### config.mk
export PLATFORM = sky130hd
export DESIGN_NAME = binary_cross_morphology_flat
export DESIGN_NICKNAME = d
export VERILOG_FILES = /design/src/rtl/bcm_pkg.sv /design/src/rtl/bcm_pixel_if.sv /design/src/rtl/binary_cross_morphology.sv /design/src/rtl/bcm_front.sv /design/src/rtl/bcm_fifo.sv /design/src/rtl/bcm_back.sv /design/src/flat_wrapper.sv
export VERILOG_INCLUDE_DIRS = /design/src /design/src/rtl
export SDC_FILE = /design/constraint.sdc
export NUM_CORES = 2
export LEC_CHECK = 0
export BUFFER_PORTS_ARGS = -buffer_cell sky130_fd_sc_hd__buf_2
export CORE_MARGIN = 1.5
export CORE_UTILIZATION = 50
export CTS_CLUSTER_SIZE = 40
export DETAILED_ROUTE_END_ITERATION = 10
export HOLD_SLACK_MARGIN = 0.1
export PLACE_DENSITY = 0.71
export SLEW_MARGIN = 20
export SYNTH_ARGS = -nofsm -noshare
export SYNTH_HDL_FRONTEND = slang
export SYNTH_SLANG_ARGS = --single-unit
### constraint.sdc
create_clock -name clk -period 18.7 [get_ports clk]
set_input_delay 3.74 -clock clk [delete_from_list [all_inputs] [get_ports clk]]
set_output_delay 3.74 -clock clk [all_outputs]
set_load 0.01 [all_outputs]
### src/rtl/binary_cross_morphology_defines.svh
// Assertion macros for the binary cross morphology block.
`ifndef BINARY_CROSS_MORPHOLOGY_DEFINES_SVH
`define BINARY_CROSS_MORPHOLOGY_DEFINES_SVH

`ifndef SYNTHESIS

// Condition must hold at every clock edge outside reset.
`define BCM_ASSERT_ALWAYS(label, clk, rst, cond) \
  label: assert property (@(posedge clk) disable iff (rst) (cond)) \
    else $error("bcm assertion failed");

// When ante holds, cons must hold at the same edge.
`define BCM_ASSERT_IMPL(label, clk, rst, ante, cons) \
  label: assert property (@(posedge clk) disable iff (rst) (ante) |-> (cons)) \
    else $error("bcm assertion failed");

`else

`define BCM_ASSERT_ALWAYS(label, clk, rst, cond)
`define BCM_ASSERT_IMPL(label, clk, rst, ante, cons)

`endif

`endif

### src/rtl/bcm_pkg.sv
// Package: types and constants of the binary cross morphology block.
`default_nettype none

package bcm_pkg;

  localparam int PIX_W        = 8;
  localparam int ROW_W        = 12;
  localparam int COL_W        = 10;
  localparam int WIDTH_REG_W  = 11;
  localparam int HEIGHT_REG_W = 13;
  localparam int CFG_DATA_W   = 13;
  localparam int CFG_IDX_W    = 2;

  localparam int LS_DEPTH = 1024;
  localparam int IDX_W    = $clog2(LS_DEPTH);

  localparam int FIFO_DEPTH = 4;
  localparam int FIFO_AW    = $clog2(FIFO_DEPTH);
  localparam int FIFO_CW    = FIFO_AW + 1;

  localparam logic [WIDTH_REG_W-1:0]  MIN_WIDTH  = WIDTH_REG_W'(3);
  localparam logic [WIDTH_REG_W-1:0]  MAX_WIDTH  = WIDTH_REG_W'(LS_DEPTH);
  localparam logic [HEIGHT_REG_W-1:0] MIN_HEIGHT = HEIGHT_REG_W'(3);
  localparam logic [HEIGHT_REG_W-1:0] MAX_HEIGHT = HEIGHT_REG_W'(4096);

  localparam logic [PIX_W-1:0]        THRESHOLD_RST = 8'd128;
  localparam logic [WIDTH_REG_W-1:0]  WIDTH_RST     = 11'd640;
  localparam logic [HEIGHT_REG_W-1:0] HEIGHT_RST    = 13'd480;

  localparam logic [PIX_W-1:0] FG_VALUE = 8'd255;
  localparam logic [PIX_W-1:0] BG_VALUE = 8'd0;

  // window bit = row*3 + col; row 0 is the upper line, col 0 the oldest column
  localparam logic [8:0] CROSS_MASK = 9'h0BA;
  localparam logic [8:0] SHIFT_MASK = 9'h0DB;

  typedef enum logic [CFG_IDX_W-1:0] {
    CFG_MODE      = 2'd0,
    CFG_THRESHOLD = 2'd1,
    CFG_WIDTH     = 2'd2,
    CFG_HEIGHT    = 2'd3
  } cfg_reg_e;

  typedef enum logic {
    MODE_ERODE  = 1'b0,
    MODE_DILATE = 1'b1
  } mode_e;

  typedef struct packed {
    logic [PIX_W-1:0]        threshold;
    logic [WIDTH_REG_W-1:0]  frame_width;
    logic [HEIGHT_REG_W-1:0] frame_height;
  } front_cfg_t;

  // Classified pixel handed from front to back.
  typedef struct packed {
    logic             fg;
    logic [IDX_W-1:0] idx;
    logic             emit;
    logic [ROW_W-1:0] row;
    logic [COL_W-1:0] col;
    logic             last;
  } item_t;

  typedef struct packed {
    logic [FIFO_CW-1:0] count;
    logic               full;
    logic               empty;
  } fifo_status_t;

endpackage

`default_nettype wire

### src/rtl/bcm_pixel_if.sv
// Interfaces: pixel input channel and result output channel.
`default_nettype none

interface bcm_pixel_if;
  logic                      valid;
  logic                      ready;
  logic [bcm_pkg::PIX_W-1:0] pixel;
  logic                      frame_start;

  modport source (output valid, output pixel, output frame_start, input ready);
  modport sink (input valid, input pixel, input frame_start, output ready);
endinterface

interface bcm_result_if;
  logic                      valid;
  logic                      ready;
  logic [bcm_pkg::PIX_W-1:0] value;
  logic [bcm_pkg::ROW_W-1:0] row;
  logic [bcm_pkg::COL_W-1:0] col;
  logic                      last;

  modport source (output valid, output value, output row, output col, output last,
                  input ready);
  modport sink (input valid, input value, input row, input col, input last,
                output ready);
endinterface

`default_nettype wire

### src/rtl/binary_cross_morphology.sv
// Top level: binary 3x3 cross erosion / dilation on a raster pixel stream.
//
// Usage:
//   pixels  - valid/ready input, one grayscale pixel per transfer in raster
//             order; frame_start on a transfer puts that pixel at row 0, col 0.
//   results - valid/ready output, one transfer per interior pixel (value 0 or
//             255, row, col, last). Border pixels produce no transfer.
//   cfg_we / cfg_index / cfg_data - register writes (mode, threshold,
//             frame_width, frame_height); write only while the block is idle.
// Throughput: one pixel per clock sustained while results are taken.
// Path: the result for centre (r-1, c-1) leaves the output register once the
//   pixel at (r, c) has passed the queue, the line store read register and
//   the window/output register.
// Reset: synchronous; clears position, window, queue and output valid and
//   loads the register defaults. Line stores are not cleared: every entry is
//   written on row 0 and 1 of a frame before a result uses it.
// Receiver stall: the output register holds; items pile up in the 4-entry
//   queue, then pixels.ready drops.
`default_nettype none

`include "binary_cross_morphology_defines.svh"

module binary_cross_morphology (
  input  wire logic                           clk,
  input  wire logic                           rst,
  input  wire logic                           cfg_we,
  input  wire logic [bcm_pkg::CFG_IDX_W-1:0]  cfg_index,
  input  wire logic [bcm_pkg::CFG_DATA_W-1:0] cfg_data,
  bcm_pixel_if.sink                           pixels,
  bcm_result_if.source                        results
);

  bcm_pkg::mode_e        mode;
  bcm_pkg::front_cfg_t   front_cfg;
  logic                  push;
  logic                  pop;
  bcm_pkg::item_t        wr_item;
  bcm_pkg::item_t        rd_item;
  bcm_pkg::fifo_status_t status;

  // configuration registers
  always_ff @(posedge clk) begin
    if (rst) begin
      mode                   <= bcm_pkg::MODE_ERODE;
      front_cfg.threshold    <= bcm_pkg::THRESHOLD_RST;
      front_cfg.frame_width  <= bcm_pkg::WIDTH_RST;
      front_cfg.frame_height <= bcm_pkg::HEIGHT_RST;
    end else if (cfg_we) begin
      case (cfg_index)
        bcm_pkg::CFG_MODE:      mode <= bcm_pkg::mode_e'(cfg_data[0]);
        bcm_pkg::CFG_THRESHOLD: front_cfg.threshold <= cfg_data[bcm_pkg::PIX_W-1:0];
        bcm_pkg::CFG_WIDTH:
          front_cfg.frame_width <= cfg_data[bcm_pkg::WIDTH_REG_W-1:0];
        bcm_pkg::CFG_HEIGHT:
          front_cfg.frame_height <= cfg_data[bcm_pkg::HEIGHT_REG_W-1:0];
        default: ;
      endcase
    end
  end

  // front: threshold and position; ready follows queue space
  bcm_front u_front (
    .clk         (clk),
    .rst         (rst),
    .cfg         (front_cfg),
    .pixels      (pixels),
    .queue_ready (!status.full),
    .push        (push),
    .item        (wr_item)
  );

  bcm_fifo u_fifo (
    .clk     (clk),
    .rst     (rst),
    .push    (push),
    .wr_item (wr_item),
    .pop     (pop),
    .rd_item (rd_item),
    .status  (status)
  );

  // back: line stores, window and output register
  bcm_back u_back (
    .clk     (clk),
    .rst     (rst),
    .mode    (mode),
    .q_item  (rd_item),
    .q_empty (status.empty),
    .pop     (pop),
    .results (results)
  );

  // the back end never pops an empty queue
  `BCM_ASSERT_ALWAYS(a_no_pop_empty, clk, rst, !(pop && status.empty))
  // a push without a pop grows the queue by exactly one
  `BCM_ASSERT_IMPL(a_fifo_grow, clk, rst, !$past(rst) && $past(push) && !$past(pop),
                   status.count == $past(status.count) + bcm_pkg::FIFO_CW'(1))
  // a result is pure foreground or background
  `BCM_ASSERT_IMPL(a_value_binary, clk, rst, results.valid,
                   results.value == bcm_pkg::FG_VALUE || results.value == bcm_pkg::BG_VALUE)
  // only interior centres are emitted
  `BCM_ASSERT_IMPL(a_interior, clk, rst, results.valid, results.row != '0 && results.col != '0)

endmodule

`default_nettype wire

### src/rtl/bcm_front.sv
// Front end: pixel transfer, threshold, raster position and emit decision.
`default_nettype none

module bcm_front (
  input  wire logic                clk,
  input  wire logic                rst,
  input  wire bcm_pkg::front_cfg_t cfg,
  bcm_pixel_if.sink                pixels,
  input  wire logic                queue_ready,
  output logic                     push,
  output bcm_pkg::item_t           item
);

  logic [bcm_pkg::ROW_W-1:0]        row_count;
  logic [bcm_pkg::COL_W-1:0]        column_count;
  logic [bcm_pkg::ROW_W-1:0]        row_count_next;
  logic [bcm_pkg::COL_W-1:0]        column_count_next;
  logic [bcm_pkg::WIDTH_REG_W-1:0]  w_eff;
  logic [bcm_pkg::HEIGHT_REG_W-1:0] h_eff;
  logic [bcm_pkg::ROW_W-1:0]        r_cur;
  logic [bcm_pkg::COL_W-1:0]        c_cur;
  logic [bcm_pkg::WIDTH_REG_W-1:0]  c_inc;
  logic [bcm_pkg::HEIGHT_REG_W-1:0] r_inc;
  logic [bcm_pkg::HEIGHT_REG_W-1:0] r_adv;

  assign pixels.ready = queue_ready;
  assign push         = pixels.valid && queue_ready;

  always_comb begin
    // saturate geometry into the supported range
    w_eff = cfg.frame_width;
    if (w_eff < bcm_pkg::MIN_WIDTH) w_eff = bcm_pkg::MIN_WIDTH;
    if (w_eff > bcm_pkg::MAX_WIDTH) w_eff = bcm_pkg::MAX_WIDTH;
    h_eff = cfg.frame_height;
    if (h_eff < bcm_pkg::MIN_HEIGHT) h_eff = bcm_pkg::MIN_HEIGHT;
    if (h_eff > bcm_pkg::MAX_HEIGHT) h_eff = bcm_pkg::MAX_HEIGHT;

    if (pixels.frame_start) begin
      r_cur = '0;
      c_cur = '0;
    end else begin
      r_cur = row_count;
      c_cur = column_count;
    end

    item.fg   = (pixels.pixel >= cfg.threshold);
    item.idx  = c_cur;
    item.emit = (r_cur >= bcm_pkg::ROW_W'(2)) && (c_cur >= bcm_pkg::COL_W'(2)) &&
                ({1'b0, r_cur} < h_eff) && ({1'b0, c_cur} < w_eff);
    item.row  = r_cur - bcm_pkg::ROW_W'(1);
    item.col  = c_cur - bcm_pkg::COL_W'(1);
    item.last = ({1'b0, r_cur} == h_eff - bcm_pkg::HEIGHT_REG_W'(1)) &&
                ({1'b0, c_cur} == w_eff - bcm_pkg::WIDTH_REG_W'(1));

    c_inc = {1'b0, c_cur} + bcm_pkg::WIDTH_REG_W'(1);
    r_inc = {1'b0, r_cur} + bcm_pkg::HEIGHT_REG_W'(1);
    if (c_inc >= w_eff) begin
      column_count_next = '0;
      r_adv             = r_inc;
    end else begin
      column_count_next = c_inc[bcm_pkg::COL_W-1:0];
      r_adv             = {1'b0, r_cur};
    end
    if (r_adv >= h_eff) begin
      row_count_next = '0;
    end else begin
      row_count_next = r_adv[bcm_pkg::ROW_W-1:0];
    end
  end

  always_ff @(posedge clk) begin
    if (rst) begin
      row_count    <= '0;
      column_count <= '0;
    end else if (push) begin
      row_count    <= row_count_next;
      column_count <= column_count_next;
    end
  end

endmodule

`default_nettype wire

### src/rtl/bcm_fifo.sv
// Short queue of classified pixels between front and back.
`default_nettype none

module bcm_fifo (
  input  wire logic                  clk,
  input  wire logic                  rst,
  input  wire logic                  push,
  input  wire bcm_pkg::item_t        wr_item,
  input  wire logic                  pop,
  output bcm_pkg::item_t             rd_item,
  output bcm_pkg::fifo_status_t      status
);

  bcm_pkg::item_t                slots [bcm_pkg::FIFO_DEPTH];
  logic [bcm_pkg::FIFO_AW-1:0]   wr_ptr;
  logic [bcm_pkg::FIFO_AW-1:0]   rd_ptr;
  logic [bcm_pkg::FIFO_CW-1:0]   count;

  assign rd_item      = slots[rd_ptr];
  assign status.count = count;
  assign status.full  = (count == bcm_pkg::FIFO_CW'(bcm_pkg::FIFO_DEPTH));
  assign status.empty = (count == '0);

  always_ff @(posedge clk) begin
    if (push) slots[wr_ptr] <= wr_item;
  end

  always_ff @(posedge clk) begin
    if (rst) begin
      wr_ptr <= '0;
      rd_ptr <= '0;
      count  <= '0;
    end else begin
      if (push) wr_ptr <= wr_ptr + bcm_pkg::FIFO_AW'(1);
      if (pop)  rd_ptr <= rd_ptr + bcm_pkg::FIFO_AW'(1);
      case ({push, pop})
        2'b10:   count <= count + bcm_pkg::FIFO_CW'(1);
        2'b01:   count <= count - bcm_pkg::FIFO_CW'(1);
        default: count <= count;
      endcase
    end
  end

endmodule

`default_nettype wire

### src/rtl/bcm_back.sv
// Back end: line stores, 3x3 bit window, cross evaluation and output register.
`default_nettype none

module bcm_back (
  input  wire logic           clk,
  input  wire logic           rst,
  input  wire bcm_pkg::mode_e mode,
  input  wire bcm_pkg::item_t q_item,
  input  wire logic           q_empty,
  output logic                pop,
  bcm_result_if.source        results
);

  logic line_upper  [bcm_pkg::LS_DEPTH];
  logic line_middle [bcm_pkg::LS_DEPTH];

  logic           a_valid;
  bcm_pkg::item_t a_item;
  logic           rd_upper;
  logic           rd_middle;
  logic           a_adv;
  logic           bypass;
  logic [8:0]     window;
  logic [8:0]     window_next;
  logic [8:0]     cross_bits;
  logic           hit;

  logic                      o_valid;
  logic [bcm_pkg::PIX_W-1:0] o_value;
  logic [bcm_pkg::ROW_W-1:0] o_row;
  logic [bcm_pkg::COL_W-1:0] o_col;
  logic                      o_last;

  // stage A moves on unless it holds a result and the output register is stuck
  assign a_adv  = a_valid && (!a_item.emit || !o_valid || results.ready);
  assign pop    = !q_empty && (!a_valid || a_adv);
  assign bypass = a_adv && (a_item.idx == q_item.idx);

  always_comb begin
    window_next = ((window >> 1) & bcm_pkg::SHIFT_MASK) |
                  {a_item.fg, 2'b00, rd_middle, 2'b00, rd_upper, 2'b00};
    cross_bits = window_next & bcm_pkg::CROSS_MASK;
    case (mode)
      bcm_pkg::MODE_DILATE: hit = (cross_bits != '0);
      bcm_pkg::MODE_ERODE:  hit = (cross_bits == bcm_pkg::CROSS_MASK);
      default:              hit = 1'b0;
    endcase
  end

  // line stores: read on pop, written as the item leaves stage A
  always_ff @(posedge clk) begin
    if (a_adv) begin
      line_upper[a_item.idx]  <= rd_middle;
      line_middle[a_item.idx] <= a_item.fg;
    end
    if (pop) begin
      a_item    <= q_item;
      rd_upper  <= bypass ? rd_middle : line_upper[q_item.idx];
      rd_middle <= bypass ? a_item.fg : line_middle[q_item.idx];
    end
  end

  always_ff @(posedge clk) begin
    if (rst) begin
      a_valid <= 1'b0;
      window  <= '0;
    end else begin
      if (pop) a_valid <= 1'b1;
      else if (a_adv) a_valid <= 1'b0;
      if (a_adv) window <= window_next;
    end
  end

  always_ff @(posedge clk) begin
    if (rst) begin
      o_valid <= 1'b0;
    end else if (a_adv && a_item.emit) begin
      o_valid <= 1'b1;
    end else if (results.ready) begin
      o_valid <= 1'b0;
    end
  end

  always_ff @(posedge clk) begin
    if (a_adv && a_item.emit) begin
      o_value <= hit ? bcm_pkg::FG_VALUE : bcm_pkg::BG_VALUE;
      o_row   <= a_item.row;
      o_col   <= a_item.col;
      o_last  <= a_item.last;
    end
  end

  assign results.valid = o_valid;
  assign results.value = o_value;
  assign results.row   = o_row;
  assign results.col   = o_col;
  assign results.last  = o_last;

endmodule

`default_nettype wire

### src/flat_wrapper.sv
// flat-port wrapper written by rule: the top's interface ports become plain ports
module binary_cross_morphology_flat 
  (clk, rst, cfg_we, cfg_index, cfg_data, pixels_valid, pixels_pixel, pixels_frame_start, pixels_ready, results_valid, results_value, results_row, results_col, results_last, results_ready);
  bcm_pixel_if pixels_i ();
  bcm_result_if results_i ();
  input  wire logic clk;
  input  wire logic rst;
  input  wire logic cfg_we;
  input  wire logic [bcm_pkg::CFG_IDX_W-1:0] cfg_index;
  input  wire logic [bcm_pkg::CFG_DATA_W-1:0] cfg_data;
  input wire logic [$bits(pixels_i.valid)-1:0] pixels_valid;
  input wire logic [$bits(pixels_i.pixel)-1:0] pixels_pixel;
  input wire logic [$bits(pixels_i.frame_start)-1:0] pixels_frame_start;
  output wire logic [$bits(pixels_i.ready)-1:0] pixels_ready;
  output wire logic [$bits(results_i.valid)-1:0] results_valid;
  output wire logic [$bits(results_i.value)-1:0] results_value;
  output wire logic [$bits(results_i.row)-1:0] results_row;
  output wire logic [$bits(results_i.col)-1:0] results_col;
  output wire logic [$bits(results_i.last)-1:0] results_last;
  input wire logic [$bits(results_i.ready)-1:0] results_ready;
  assign pixels_i.valid = pixels_valid;
  assign pixels_i.pixel = pixels_pixel;
  assign pixels_i.frame_start = pixels_frame_start;
  assign pixels_ready = pixels_i.ready;
  assign results_valid = results_i.valid;
  assign results_value = results_i.value;
  assign results_row = results_i.row;
  assign results_col = results_i.col;
  assign results_last = results_i.last;
  assign results_i.ready = results_ready;
  binary_cross_morphology u_core (.clk(clk), .rst(rst), .cfg_we(cfg_we), .cfg_index(cfg_index), .cfg_data(cfg_data), .pixels(pixels_i), .results(results_i));
endmodule
==> impl_results.md <==
- Number of port buffers: 61
- Worst setup path end: u_core.u_front.row_count[5]$_SDFFE_PP0P_
- Fill count: 15090
- Max-slew violations: 0
- Yosys top cell by area: edfxtp_1
- Area grow syn2layout: 9.785%
- Met2 Use GR: 0.4386
- Commonest non-fill, non-tap cell in the layout: edfxtp_1
- Met1 usage in global routing: 0.3674
- Max transition margin: 0.02098
- Cells after Synth: 7154
- Core area: 0.1932 sq mm
- Final Hold Viols: 0
- Die height: 444.5 microns
- Number of global-route vias before repair: 60940
- Met3 Use GR: 0.06136
- R2R Setup Slk: 11500 ps
- Adder-cell share of the synthesized area: 0.008806
- Top cells by area, synth: edfxtp_1, mux4_2, nand2_1
- Compound-gate portion of the synthesized area: 0.05580
- Asr flop ratio synth: 0
- Total grt overflow: 0
- Tmin final: 9195 ps
- Clock Path Buffers: 3
- Final Routed Wirelength: 277800 microns
- Peak VDD IR: 0.1981 mV
- Synth top area share: 0.6928
- Vias: 62370
- Mux contribution to synthesized area: 0.06496
- Effective utilization at floorplan: 0.5046
- Startpoint Class: input port
- Clk sinks: 2319
- All-layer global routing usage: 0.2766
- Status: completed
- DR vias/cell: 6.418
- WS Path Type: in2reg
- Reg clk slew, reported paths: 60 ps
- CP max FO: 34
- IO Pins: 62
- Power Density: 155.4 mW/mm^2
- Post-CTS Resized: 0
- Synth Area in Simple Gates: 0.1279
- Die width: 444.5 microns
- Initial antenna violation count: 7
- Setup bufs post-CTS: 0
- Final net count: 7100
- Post-synthesis xor/xnor area fraction: 0.006290
- Sequential cell area: 0.06894 sq mm
- Worst-case reg-to-reg path depth: 14
- Multi-input gate area: 0.02597 sq mm
- Finish-stage setup viols: 0
- Worst EP arrival: 9960 ps
- Die ar.: 0.1976 sq mm
- CP Launch Point: pixels_frame_start
- Largest family of logic cells by synthesized area: simple AND/OR/NAND/NOR gates
- DR iter-0 viols: 10100
- Gp weighted congestion: 0.8856
- Register area share after synthesis: 0.7072
- Max-cap violations: 0
- Root buffer cell: clkbuf_16
- Synthesized flop and latch total: 2319
- Syn_nets: 7251
- Crit share post-route: 0.4917
- Count of cell types in the netlist: 76
- Top_reg_cell synth: edfxtp_1
- HP Class: reg2reg
- Syn. warnings: 0
- CTS tree: done
- Num CTS Buffers: 223
- Reg-to-Reg End: u_core.u_back.rd_middle$_DFFE_PP_
- RSZ-0062 raised after global routing: no
- Post-synthesis instance area: 0.09747 sq mm
- Layout cell share with drive strength beyond 1: 0.1134
- Row cnt: 161
- Max frequency: 0.1088 GHz
- HPWL after detailed placement: 153000 microns
- Largest net degree at the start of global routing: 253
- Worst skew pair latency: 880 ps
- Setup tns final: 0 ps
- Hold_ws: 418.6 ps
- Drt pass-1 iters: 6
- Slew at the pin closest to its max-slew limit: 1469 ps
- First-pass GRT wire length: 401400 microns
- Max H-tree Level: 4
- Critical Path RT: 19470 ps
- LEAKAGE: 0.03361 uW
- GRT busiest layer: met2
- Worst setup EP type: flop
- Layout Skew: 47.90 ps
- Routed len/inst: 28.59 microns
- Post-synth EDFFs: 2249
- Most frequent cells in the layout: edfxtp_1, nor2_1, nand2_1
- DRC: 0
- Mapped Avg Cell Area: 13.63 sq um
- Hold Buf Count CTS: 0
- Routed Antenna Nets: 0
## Yosys cell counts, types with 23 or more instances
library cell,number
ha_1,67
edfxtp_1,2249
clkbuf_1,347
a31oi_1,74
nor3_1,47
o22ai_1,25
and3_1,66
buf_1,33
xor2_1,23
nor4_1,48
a21oi_1,178
mux4_2,214
o21ai_0,50
nor2b_1,145
dfxtp_1,70
a22oi_1,41
nand3_1,265
inv_1,36
xnor2_1,47
a211oi_1,120
buf_2,114
nor2_1,1120
nand2_1,1134
a311oi_1,115
o221ai_1,26
nand4_1,31
buf_4,62
mux2i_1,144
## how the worst min path moves through the flow
stage                                        from                                      to  slack, ps  cells past startpoint
4_1_cts         u_core.u_back.a_item[6]$_DFFE_PP_  u_core.u_back.results.col[5]$_DFFE_PP_        420                      0
6_report       u_core.u_back.a_item[11]$_DFFE_PP_  u_core.u_back.results.row[0]$_DFFE_PP_        420                      0
5_1_grt         u_core.u_back.a_item[6]$_DFFE_PP_  u_core.u_back.results.col[5]$_DFFE_PP_        420                      0
2_1_floorplan   u_core.u_back.a_item[1]$_DFFE_PP_  u_core.u_back.results.col[0]$_DFFE_PP_        400                      0
3_3_place_gp   u_core.u_back.a_item[16]$_DFFE_PP_  u_core.u_back.results.row[5]$_DFFE_PP_        400                      0
3_5_place_dp   u_core.u_back.a_item[12]$_DFFE_PP_  u_core.u_back.results.row[1]$_DFFE_PP_        400                      0
## metrics by stage
step           total power (uW)  cell area (sq um)  std cells  utilization  setup slack (ps)
3_5_place_dp              12060              99730       9304       0.5163              8715
5_1_grt                   17060             107000       9712       0.5539              8984
2_1_floorplan             10690              97470       7154            -              3947
3_3_place_gp              12010              99700       9304       0.5161              8605
6_report                  16630             107000       9718       0.5539              9505
4_1_cts                   16500             107000       9712       0.5538              9627
## logic make-up (layout without fill, tap and decap cells)
group / after synthesis / in the layout
flip-flops: 2319 / 2319
AND/OR/NAND/NOR: 2944 / 2944
other: 0 / 6
AO/OA/AOI/OAI: 775 / 775
buffers and inverters: 614 / 646
multiplexers: 364 / 364
adder cells (fa/ha/maj): 68 / 68
XOR/XNOR: 70 / 70
## final cells by class
type,count,share of cell area
Sequential cell,2319,0.6442
Multi-Input combinational cell,4221,0.2427
Clock buffer,275,0.05477
Tap cell,2526,0.02953
Timing Repair Buffer,199,0.01409
Clock inverter,133,0.01295
Inverter,39,0.001602
Antenna cell,6,0.0001403
## worst max-delay path: stages
cell and delay (ps):
buf_2 90, buf_4 250, nand2b_1 380, inv_1 290
ha_1 230, nand3_1 120, nor2_1 200, and3_1 220
xor2_1 220, ha_1 280, nand4_1 100, nor2_1 40
a41o_1 240, nor3_1 130, a21o_1 670, o21ai_0 280
ha_1 370, nor2b_1 140, o21a_1 160, o21a_1 160
o21ai_0 170, a21oi_1 100, o31a_1 270, o21ai_0 250
a21oi_1 140, nor2_1 300, a41oi_1 160, a311oi_1 240
## flip-flops by register name (all words and copies together) (netlist names), 12 cells and up, named ones only
| name | cells |
|---|---|
| u_core.u_back.line_upper | 1024 |
| u_core.u_front.row_count | 12 |
| u_core.u_back.line_middle | 1024 |
| u_core.u_fifo.slots | 140 |
| u_core.u_back.results.row | 12 |
| u_core.front_cfg | 32 |
| u_core.u_back.a_item | 35 |
## layer usage
metal	wire length, microns	part of all wire
met5	25	0.000090
met1	100600	0.36
met2	129900	0.47
met4	13510	0.049
met3	33790	0.12
## where the power goes
group          total, uW  internal [uW]  switching, uW
Sequential          6610           6530           73.0
Combinational       5510           1430           4080
Clock               4510           2580           1940
Power figures use the tool's default switching activity.
